[src/rtl/core/uosc_pkg.sv]
// uosc_pkg: shared types and constants of the ultimate oscillator filter.
// Used by the controller, the datapath and the top level. Depends on nothing.
package uosc_pkg;

  localparam int COEF_W    = 32;
  localparam int HIST_W    = 48;
  localparam int ACC_W     = 54;
  localparam int SIG_W     = 28;
  localparam int OSC_W     = 24;
  localparam int SUM_W     = 64;
  localparam int REG_IDX_W = 3;
  localparam int NUM_REGS  = 6;
  localparam int CNT_W     = 6;

  typedef enum logic [REG_IDX_W-1:0] {
    REG_LONG_C1  = 3'd0,
    REG_LONG_C2  = 3'd1,
    REG_LONG_C3  = 3'd2,
    REG_SHORT_C1 = 3'd3,
    REG_SHORT_C2 = 3'd4,
    REG_SHORT_C3 = 3'd5
  } reg_idx_t;

  localparam logic signed [COEF_W-1:0] COEF_RESET [NUM_REGS] = '{
    32'sd949112610, 32'sd1883772656, -32'sd838925225,
    32'sd839075549, 32'sd1627051723, -32'sd655497909
  };

  // filter terms, in the same order as the coefficient registers
  typedef enum logic [2:0] {
    T_LONG_IN   = 3'd0,
    T_LONG_FB1  = 3'd1,
    T_LONG_FB2  = 3'd2,
    T_SHORT_IN  = 3'd3,
    T_SHORT_FB1 = 3'd4,
    T_SHORT_FB2 = 3'd5
  } term_t;

  typedef enum logic [1:0] {
    MUL_COEF_LO = 2'd0,
    MUL_COEF_HI = 2'd1,
    MUL_OLD     = 2'd2,
    MUL_NEW     = 2'd3
  } mul_sel_t;

  typedef struct packed {
    logic     clr_step;
    logic     load;
    logic     mul;
    mul_sel_t mul_sel;
    term_t    term;
    logic     cons;
    logic     ring_rd;
    logic     sq_old;
    logic     sq_new;
    logic     sum_add;
    logic     zchk;
    logic     norm_step;
    logic     div_load1;
    logic     rdiv_step;
    logic     div_step;
    logic     sqrt_load;
    logic     sqrt_step;
    logic     div_load2;
    logic     fin;
  } cmd_t;

  typedef struct packed {
    logic ptr_last;
    logic norm_done;
    logic sum_zero;
    logic out_free;
  } stat_t;

endpackage

[src/rtl/core/uosc_ctrl.sv]
// uosc_ctrl: sequencer of the oscillator, issues datapath commands per step.
// Depends on uosc_pkg.
module uosc_ctrl import uosc_pkg::*; (
  input  logic  clk,
  input  logic  rst,
  input  logic  in_valid,
  output logic  in_stall,
  input  stat_t stat,
  output cmd_t  cmd
);

  typedef enum logic [14:0] {
    S_CLEAR = 15'b000000000000001,
    S_IDLE  = 15'b000000000000010,
    S_FILT  = 15'b000000000000100,
    S_RING  = 15'b000000000001000,
    S_SQO   = 15'b000000000010000,
    S_SQN   = 15'b000000000100000,
    S_SUM   = 15'b000000001000000,
    S_ZCHK  = 15'b000000010000000,
    S_NORM  = 15'b000000100000000,
    S_DIV1  = 15'b000001000000000,
    S_SQLD  = 15'b000010000000000,
    S_SQRT  = 15'b000100000000000,
    S_D2LD  = 15'b001000000000000,
    S_DIV2  = 15'b010000000000000,
    S_FIN   = 15'b100000000000000
  } state_t;

  localparam logic [CNT_W-1:0] FILT_LAST = CNT_W'(4 * NUM_REGS - 1);
  localparam logic [CNT_W-1:0] RDIV_LAST = CNT_W'(3);
  localparam logic [CNT_W-1:0] DIV_LAST  = CNT_W'(63);
  localparam logic [CNT_W-1:0] SQRT_LAST = CNT_W'(31);

  state_t state, state_next;
  logic [CNT_W-1:0] cnt, cnt_next;

  always_ff @(posedge clk) begin
    if (rst) begin
      state <= S_CLEAR;
      cnt   <= '0;
    end else begin
      state <= state_next;
      cnt   <= cnt_next;
    end
  end

  assign in_stall = state != S_IDLE;

  always_comb begin
    state_next = state;
    cnt_next   = cnt;
    cmd        = '0;
    case (state)
      S_CLEAR: begin
        cmd.clr_step = 1'b1;
        if (stat.ptr_last) begin
          state_next = S_IDLE;
        end
      end
      S_IDLE: begin
        if (in_valid) begin
          cmd.load   = 1'b1;
          cnt_next   = '0;
          state_next = S_FILT;
        end
      end
      S_FILT: begin
        // per term: low half, then high half; each a multiply then a consume
        cmd.term    = term_t'(cnt[4:2]);
        cmd.mul_sel = cnt[1] ? MUL_COEF_HI : MUL_COEF_LO;
        cmd.mul     = !cnt[0];
        cmd.cons    = cnt[0];
        if (cnt == FILT_LAST) begin
          cnt_next   = '0;
          state_next = S_RING;
        end else begin
          cnt_next = cnt + CNT_W'(1);
        end
      end
      S_RING: begin
        cmd.ring_rd = 1'b1;
        state_next  = S_SQO;
      end
      S_SQO: begin
        cmd.sq_old  = 1'b1;
        cmd.mul     = 1'b1;
        cmd.mul_sel = MUL_OLD;
        state_next  = S_SQN;
      end
      S_SQN: begin
        cmd.sq_new  = 1'b1;
        cmd.mul     = 1'b1;
        cmd.mul_sel = MUL_NEW;
        state_next  = S_SUM;
      end
      S_SUM: begin
        cmd.sum_add = 1'b1;
        state_next  = S_ZCHK;
      end
      S_ZCHK: begin
        cmd.zchk   = 1'b1;
        state_next = stat.sum_zero ? S_FIN : S_NORM;
      end
      S_NORM: begin
        cmd.norm_step = 1'b1;
        if (stat.norm_done) begin
          cmd.div_load1 = 1'b1;
          cnt_next      = '0;
          state_next    = S_DIV1;
        end
      end
      S_DIV1: begin
        // four 16-bit digits of the quotient by the window
        cmd.rdiv_step = 1'b1;
        if (cnt == RDIV_LAST) begin
          cnt_next   = '0;
          state_next = S_SQLD;
        end else begin
          cnt_next = cnt + CNT_W'(1);
        end
      end
      S_SQLD: begin
        cmd.sqrt_load = 1'b1;
        state_next    = S_SQRT;
      end
      S_SQRT: begin
        cmd.sqrt_step = 1'b1;
        if (cnt == SQRT_LAST) begin
          cnt_next   = '0;
          state_next = S_D2LD;
        end else begin
          cnt_next = cnt + CNT_W'(1);
        end
      end
      S_D2LD: begin
        cmd.div_load2 = 1'b1;
        state_next    = S_DIV2;
      end
      S_DIV2: begin
        cmd.div_step = 1'b1;
        if (cnt == DIV_LAST) begin
          cnt_next   = '0;
          state_next = S_FIN;
        end else begin
          cnt_next = cnt + CNT_W'(1);
        end
      end
      S_FIN: begin
        // hold until the output register is free
        if (stat.out_free) begin
          cmd.fin    = 1'b1;
          state_next = S_IDLE;
        end
      end
      default: begin
        state_next = S_CLEAR;
      end
    endcase
  end

endmodule

[config.mk]
export PLATFORM = sky130hd
export DESIGN_NAME = uosc_ctrl
export DESIGN_NICKNAME = d
export VERILOG_FILES = /design/src/rtl/core/uosc_pkg.sv /design/src/rtl/core/uosc_ctrl.sv
export SDC_FILE = /design/constraint.sdc
export NUM_CORES = 1
export LEC_CHECK = 0
export BUFFER_PORTS_ARGS = -buffer_cell sky130_fd_sc_hd__buf_4
export CAP_MARGIN = 20
export CELL_PAD_IN_SITES_DETAIL_PLACEMENT = 1
export CELL_PAD_IN_SITES_GLOBAL_PLACEMENT = 2
export CORE_MARGIN = 2
export CORE_UTILIZATION = 34
export CTS_BUF_LIST = sky130_fd_sc_hd__clkbuf_2
export DETAILED_ROUTE_END_ITERATION = 16
export PLACE_DENSITY_LB_ADDON = 0.25
export SLEW_MARGIN = 10
export SYNTH_ARGS = -nofsm -noshare
export SYNTH_HDL_FRONTEND = slang
export SYNTH_SLANG_ARGS = --single-unit
[constraint.sdc]
create_clock -name clk -period 4.2 [get_ports clk]
set_input_delay 0.21 -clock clk [delete_from_list [all_inputs] [get_ports clk]]
set_output_delay 0.21 -clock clk [all_outputs]
set_load 0.03 [all_outputs]
==> metrics.txt, run 1 <==
Remaining Overflow, GRT=0; Total GRT Usage=21.6%; cts-stage hold buffer count=0; max-slew violation count=0; number of routed nets with antenna violations=0; Worst Path Required=3.99 ns; internal power=0.268 mW; worst setup path class=reg2out; Final Setup Violations=0; Port-buffer cells=29; Hold Path Stages=4; Post-Syn Area=1370 µm²; Post-synth top cells=21 x dfxtp_1, 18 x nor2_1, 14 x nand2_1; Initial DRC Count=70; postcts setup bufs=0; Routed WL=4460 µm; Synth top area share=30.6%; pwr/cell area=252 nW/µm²; Netlist cell types=43; floorplan core area=3940 µm²; placed cell areas=1620 µm²; switching portion of total power=35.2%; Die W=67.6 µm; Startpoint Class=flop; Crit Reg-Reg Startpoint=state[4]; Critical Path End Type=output pin; TritonCTS Buffers=3; IO Pins=30; FMAX=328 MHz; Design Area, Final=1640 µm²; antenna diode count=0; Worst Skew=0.0176 ns; Post-Synthesis Net Count=182; Synth area leaders=dfxtp_1 31%, nor2_1 4.9%, nor4_1 4.6%; worst r2r path cells=6; final hold vios=0; Post-Syn Area per Cell=7.90 µm²; final core occ=41.6%; unrepaired setup endpoints after global routing=no; worst skew pair latency=0.35 ns; nets=209; post-route DRC violation count=0; P_leak=0.665 nW; maxcap violations=0; #FFs+latches synth=21; root buffer cell=clkbuf_2; Comb pwr share=25.5%; Min-Delay Startpoint=stat[0]; Clk pwr share=22.8%; first-pass GRT wire length=7350 µm; Sequential Power Share=51.7%; final period utilization=72.5%; asr flop ratio synth=0%; min Tclk post-route=3.04 ns; count leader, synth=dfxtp_1; fillcell total=495; Worst Setup SP=state[8]; most used flip-flop cell after synthesis=dfxtp_1; vias in the first global route=1,429; Worst-Margin Slew=0.802 ns; Initial Util=34.8%; largest net degree at the start of global routing=22; Vias/cell=5.85; outcome=finished clean; HPWL Detailed=3440 µm; worst vdd ir=0.000107 V; CTS resizes=0; Die Area=4570 µm²; Avg WL per Cell=17.8 µm; htree depth=1; RePlAce Congestion=0.825; Critical Path Fanout Max=6; Seq/Total Area, Yosys=30.6%; HP Class=in2reg; row cnt=23; first-pass iteration count of the detailed router=4; number of flops mapped to enable cells by yosys=0; clk sink count=21; Switch Pwr=0.146 mW; Slew HR=46.0%; Area Overhead vs Synth=19.5%; die height=67.6 µm; cell taking the most area after synthesis=dfxtp_1; initial antenna violation count=0; Synthesis Warnings=0; TNS Setup=0 ns; vias=1,463; Mapped Cells=174; CTS tree=built; Max Root-Sink Buffers=2; CTS clk-pin slew, worst paths=0.23 ns; layout cell share with drive strength beyond 1=22.0%; Arr. time, crit path=2.83 ns
==> critical path, stage by stage (launching register included) <==
cell and delay [ns]:
dfxtp_1 0.40, nor4_1 0.72, nand2_1 0.24, or4_1 0.50, nor3b_1 0.34, a21o_1 0.12
buf_4 0.15
==> per-stage QoR <==
step                hold WS (ns)  power [mW]  cells  worst slack (ns)
floorplan                  0.316       0.292    174              1.20
global placement           0.527       0.321    246              1.42
detailed placement         0.534       0.323    246              1.37
CTS                        0.127       0.416    250              1.14
global route               0.127       0.434    250             0.889
finish                     0.129       0.414    250              1.16
==> sequential cells by signal, indices dropped and copies added, names as in the netlist <==
name,count
cnt,6
state,15
==> power by group through the flow <==
stage          combinational, mW  clock (mW)  sequential (mW)
3_3_place_gp               0.105           0            0.216
3_5_place_dp               0.106           0            0.217
6_report                   0.105      0.0945            0.214
2_1_floorplan             0.0768           0            0.215
5_1_grt                    0.115       0.104            0.215
4_1_cts                    0.106      0.0960            0.213
==> area by class of cell <==
| type | instances | area (µm²) | area share, % |
|---|---|---|---|
| inverter | 8 | 30.0 | 1.83 |
| sequential | 21 | 420 | 25.6 |
| tap | 50 | 62.6 | 3.81 |
| timing repair buffer | 29 | 218 | 13.3 |
| multi-input combinational | 138 | 891 | 54.3 |
| clock buffer | 4 | 20.0 | 1.22 |
==> logic make-up after synthesis <==
family / after synthesis / synth area share (%)
multiplexers: 1 / 0.729
buffers and inverters: 15 / 4.55
XOR/XNOR: 1 / 0.638
AND/OR/NAND/NOR: 103 / 45.8
flip-flops: 21 / 30.6
AO/OA/AOI/OAI: 32 / 16.8
adder cells (fa/ha/maj): 1 / 0.911
==> routing by layer <==
layer	vias to the layer above	track usage, %	wire length, µm
met3	2	2.67	152
li1	713	-	-
met4	0	5.36	17
met1	721	29.0	2090
met5	-	0	0
met2	27	36.3	2190
==> worst paths after layout <==
check / to / slack, ns
worst min register to register: cnt[5] / 0.58
worst max register to register: state[14] / 1.38
worst max-delay path: cmd[17] / 1.16
worst min-delay path: state[14] / 0.13
==> cell usage in the layout (no fill, tap or decap), drive strengths merged, types with 5 or more instances in the layout <==
cell / n
nor2: 18
dfxtp: 21
nand2b: 7
nor4: 11
inv: 8
or4b: 6
a21oi: 11
nor3b: 8
buf: 29
nor3: 5
or4: 8
nand3: 6
nand2: 14
nor4b: 5
(Power assumes the default switching activity.)
==> run 2, diff against run 1 <==
CORE_UTILIZATION = 29   (was 34)
clock period = 2.69 ns   (was 4.2 ns; I/O delays follow)
==> run 2 against run 1 <==
Die area grew 16%. Clock-buffer cell count shrank 1. Global-route usage shrank 2.4 points. Power grew 63%. Via count grew 3.9%. Critical path type unchanged. Wire length grew 12%. Combinational power grew 82%. Clock power grew 54%. Largest power group unchanged. Register-to-register slack lost 1.1 ns. Utilization shrank 3.4 points.
==> metrics.txt, run 2 (synthesis results as in run 1) <==
first-pass iteration count of the detailed router=4 (unchanged); Vias/cell=5.76 (-1.6%); critical path's top delay family=simple AND/OR/NAND/NOR gates; pwr/cell area=380 nW/µm² (+51%); htree depth=1 (unchanged); total power=0.672 mW (+63%); row cnt=25 (+8.7%); Port-buffer cells=29 (unchanged); initial antenna violation count=0 (unchanged); outcome=finished clean; TritonCTS Buffers=3 (unchanged); Worst-Margin Slew=0.554 ns (-0.248 ns); Max Root-Sink Buffers=2 (unchanged); unrepaired setup endpoints after global routing=no; TNS Setup=0 ns (unchanged); antenna diode count=0 (unchanged); CTS tree=built; buffers and inverters on the worst path=1 (unchanged); Area Overhead vs Synth=29.0%; IO Pins=30 (unchanged); RePlAce Congestion=0.851 (+3.2%); Avg WL per Cell=18.8 µm (+5.8%); Initial DRC Count=80 (+14%); post-route DRC violation count=0 (unchanged); max-slew violation count=0 (unchanged); postcts setup bufs=0 (unchanged); Die W=72.8 µm (+7.8%); HP Class=in2reg; Routed WL=4980 µm (+12%); Reg2Reg Setup Slack=0.26 ns (-1.12 ns); CP max stage cell=or4_4; final hold vios=0 (unchanged); vias=1,520 (+3.9%); Startpoint Class=flop; floorplan core area=4630 µm² (+17%); crit-path cells=or4_4 > or4_4 > nor3b_4 > a21o_1 > buf_4; most frequent CP cell=or4_4; Worst Path Required=2.56 ns (-1.43 ns); die height=72.8 µm (+7.8%); Final Setup Violations=0 (unchanged); Critical Path End Type=output pin; Remaining Overflow, GRT=0 (unchanged); clk sink count=21 (unchanged); FMAX=386 MHz; HPWL Detailed=3810 µm (+11%); critical path's largest stage delay=0.61 ns (-0.11 ns); Largest Register=state; Die Area=5300 µm² (+16%); layout cell share with drive strength beyond 1=31.0% (+9.0 points); cts-stage hold buffer count=0 (unchanged); final period utilization=96.3%; Top Registers=state: 15 flops, cnt: 6 flops; maxcap violations=0 (unchanged); number of routed nets with antenna violations=0 (unchanged); Initial Util=29.7% (-5.2 points); root buffer cell=clkbuf_2; nets=219 (+4.8%); most frequent cells in the layout=39 x buf_4, 19 x dfxtp_1, 18 x nor2_1; worst vdd ir=0.000143 V (+34%); Arr. time, crit path=2.46 ns (-0.37 ns); Worst Skew=0.00898 ns (-0.00862 ns); P_leak=0.723 nW (+8.7%); worst setup path class=reg2out; Critical Path Fanout Max=7 (+1); max FFs per register=15 (unchanged); CTS clk-pin slew, worst paths=0.24 ns (about the same); min Tclk post-route=2.59 ns; worst skew pair latency=0.34 ns (about the same); largest net degree at the start of global routing=22 (unchanged); commonest non-fill, non-tap cell in the layout=buf_4; first-pass GRT wire length=7830 µm (+6.6%); Total GRT Usage=19.1% (-2.4 points); vias in the first global route=1,530 (+7.1%); Slew HR=62.7% (+17 points)
[run 2: changes by cell type in the layout (fill, tap and decap cells not counted), moves of 2 or more]
cell	previous run	this run
dfxtp_2	0	2
buf_4	29	39
or4_1	8	3
nor3b_1	8	6
dfxtp_1	21	19
or4_4	0	5
[run 2: worst paths after layout]
path	cells past startpoint	endpoint	start
setup / recovery	5	cmd[17]	state[1]
hold / removal	3	state[1]	in_valid
setup reg to reg	7	state[14]	state[5]
hold reg to reg	2	cnt[5]	cnt[5]
[run 2: power by group]
| part | total, mW | leakage [nW] | switching, mW | internal [mW] |
|---|---|---|---|---|
| Combinational | 0.191 | 0.537 | 0.118 | 0.0726 |
| Sequential | 0.335 | 0.170 | 0.0138 | 0.321 |
| Clock | 0.146 | 0.0164 | 0.112 | 0.0337 |
[run 2: what timing repair did]
| item | 4_1_cts | 5_1_grt |
|---|---|---|
| setup endpoints to repair | 6 | 6 |
| pin swaps | 0 | 0 |
| resized for setup | 2 | 7 |
[run 2: layout make-up]
type,count,area [µm²]
Fill cell,580,2860
Multi-Input combinational cell,138,938
Sequential cell,21,423
Timing Repair Buffer,39,293
Tap cell,54,67.6
Inverter,8,30.0
Clock buffer,3,15.0
Clock inverter,1,5.00
[run 2: through the flow]
stage                     hold slack [ns]  area, µm²  worst slack (ns)  std cells  utilization [%]
after detailed placement            0.468       1720             0.177        260             37.1
after global placement              0.451       1720             0.276        260             37.1
after global routing               0.0534       1770           0.00439        264             38.3
after floorplan                     0.241       1390             0.106        174                -
after CTS                          0.0641       1750           0.00173        264             37.7
final                              0.0700       1770            0.0997        264             38.3
[run 2: per-layer routing]
metal	track usage (%)	vias up	share of wire (%)
met5	0	-	0
met4	4.53	0	1.0
met3	2.35	6	4.4
met2	33.9	29	51
met1	24.6	749	44
li1	-	736	-
[run 2: worst reg2reg max path: stages, from the launching register on]
cell,delay (ns)
dfxtp_1,0.43
or4_4,0.60
nor2_1,0.24
or4b_1,0.51
nor4b_1,0.20
nand2b_1,0.11
buf_4,0.18
o31ai_1,0.09
==> run 3, diff against run 2 <==
PLACE_DENSITY_LB_ADDON = 0.1   (was 0.25)
==> run 3 against run 2 <==
Sequential share of layout area down 0.20 points. Die area did not move. Via count rose by 0.39%. Clock power is 3% higher. Wire length shrank 1.7%. Largest power group unchanged. Highest routed layer unchanged.
==> metrics.txt, run 3 (synthesis results as in run 1) <==
outcome=finished clean; first-pass GRT wire length=7910 µm (+0.97%); maxcap violations=0 (unchanged); Critical Path End Type=output pin; Routed WL=4890 µm (-1.7%); Port-buffer cells=29 (unchanged); initial antenna violation count=0 (unchanged); htree depth=1 (unchanged); vias=1,526 (+0.39%); final hold vios=0 (unchanged); max FFs per register=15 (unchanged); Comb pwr share=28.3% (about the same); Worst-Margin Slew=0.699 ns (+0.146 ns); Die W=72.8 µm (unchanged); critical path's top delay family=simple AND/OR/NAND/NOR gates; Slew HR=53.0% (-9.8 points); internal power=0.433 mW (+1.3%); vias in the first global route=1,546 (+1.0%); Sequential Power Share=49.4% (-0.4 points); most frequent cells in the layout=41 x buf_4, 19 x dfxtp_1, 18 x nor2_1; Worst Path Required=2.56 ns (about the same); TNS Setup=0 ns (unchanged); IO Pins=30 (unchanged); Die Area=5300 µm² (unchanged); antenna diode count=0 (unchanged); max-slew violation count=0 (unchanged); HPWL Detailed=3790 µm (-0.49%); clk sink count=21 (unchanged); Design Area, Final=1790 µm² (+0.85%); worst skew pair latency=0.36 ns (+0.02 ns); crit-path cells=or4_4 > or4_4 > nor3b_4 > a21o_1 > buf_4; worst vdd ir=0.000146 V (+2.1%); Clk pwr share=22.3% (+0.6 points); largest net degree at the start of global routing=22 (unchanged); Avg WL per Cell=18.4 µm (-2.4%); pwr/cell area=380 nW/µm² (+0.16%); Worst Skew=0.00979 ns (+0.000817 ns); placed cell areas=1730 µm² (+0.87%); P_leak=0.732 nW (+1.3%); CTS tree=built; postcts setup bufs=0 (unchanged); die height=72.8 µm (unchanged); final period utilization=95.6% (-0.66 points); HP Class=in2reg; Top Registers=state: 15 flops, cnt: 6 flops; cts-stage hold buffer count=0 (unchanged); CTS clk-pin slew, worst paths=0.23 ns (about the same); Initial Util=29.7% (unchanged); Vias/cell=5.74 (-0.36%); Startpoint Class=flop; layout cell share with drive strength beyond 1=31.6% (+0.65 points); CP max stage cell=or4_4; most frequent CP cell=or4_4; switching portion of total power=36.2% (-0.19 points); buffers and inverters on the worst path=1 (unchanged); floorplan core area=4630 µm² (unchanged); Final Setup Violations=0 (unchanged); TritonCTS Buffers=3 (unchanged); Fin Hold WS=0.0389 ns (-0.0310 ns); root buffer cell=clkbuf_2; Max Root-Sink Buffers=2 (unchanged); Remaining Overflow, GRT=0 (unchanged); min Tclk post-route=2.57 ns (-0.0178 ns); Arr. time, crit path=2.44 ns (-0.02 ns); commonest non-fill, non-tap cell in the layout=buf_4; Initial DRC Count=94 (+18%); post-route DRC violation count=0 (unchanged); Largest Register=state; first-pass iteration count of the detailed router=4 (unchanged); row cnt=25 (unchanged); FMAX=389 MHz (+0.69%); Switch Pwr=0.246 mW (+0.47%); nets=221 (+0.91%); number of routed nets with antenna violations=0 (unchanged); Critical Path Fanout Max=7 (unchanged); unrepaired setup endpoints after global routing=no; RePlAce Congestion=0.932 (+9.5%); worst setup path class=reg2out; Area Overhead vs Synth=30.1%; Total GRT Usage=19.6% (+0.53 points); critical path's largest stage delay=0.60 ns (about the same)
[run 3: cell type report]
| cell class | instances | area [µm²] |
|---|---|---|
| tap | 54 | 67.6 |
| multi-input combinational | 138 | 938 |
| sequential | 21 | 423 |
| timing repair buffer | 41 | 308 |
| clock buffer | 4 | 20.0 |
| inverter | 8 | 30.0 |
| fill | 568 | 2840 |
[run 3: what timing repair did]
action | in CTS | in global routing
endpoints found under the hold margin | 0 | 0
resized for setup | 3 | 6
endpoints found under the setup margin | 4 | 7
cloned | 0 | 0
[run 3: worst min-delay path, cell delays in order]
cell     delay [ns]
buf_4          0.13
nand2_1        0.07
a21oi_1        0.06
[run 3: power by group through the flow]
stage / logic (mW) / registers (mW) / clock network [mW]
finish: 0.192 / 0.336 / 0.151
global route: 0.207 / 0.340 / 0.172
global placement: 0.177 / 0.337 / 0
floorplan: 0.122 / 0.336 / 0
detailed placement: 0.184 / 0.338 / 0
CTS: 0.189 / 0.333 / 0.157
[run 3: per-layer routing]
layer	vias up	global-route usage [%]	wire, µm
met2	45	34.7	2400
met3	7	2.21	263
met4	0	5.97	63
li1	736	-	-
met5	-	0	0
met1	738	25.0	2160
[run 3: path summary, 6_finish.rpt]
check / from / slack [ns] / to / depth (start not counted)
min reg2reg: cnt[5] / 0.58 / cnt[5] / 2
min: stat[2] / 0.04 / state[9] / 3
max: state[0] / 0.12 / cmd[17] / 5
max reg2reg: state[4] / 0.20 / state[14] / 6
[run 3: per-stage QoR]
step                      power, mW  cells  util, %  setup WS, ns
after global placement        0.514    262     37.5         0.255
after detailed placement      0.522    262     37.5         0.143
final                         0.679    266     38.6         0.117
after global routing          0.718    266     38.6      0.000212
after CTS                     0.679    266     38.2       0.00810
after floorplan               0.457    174        -         0.106
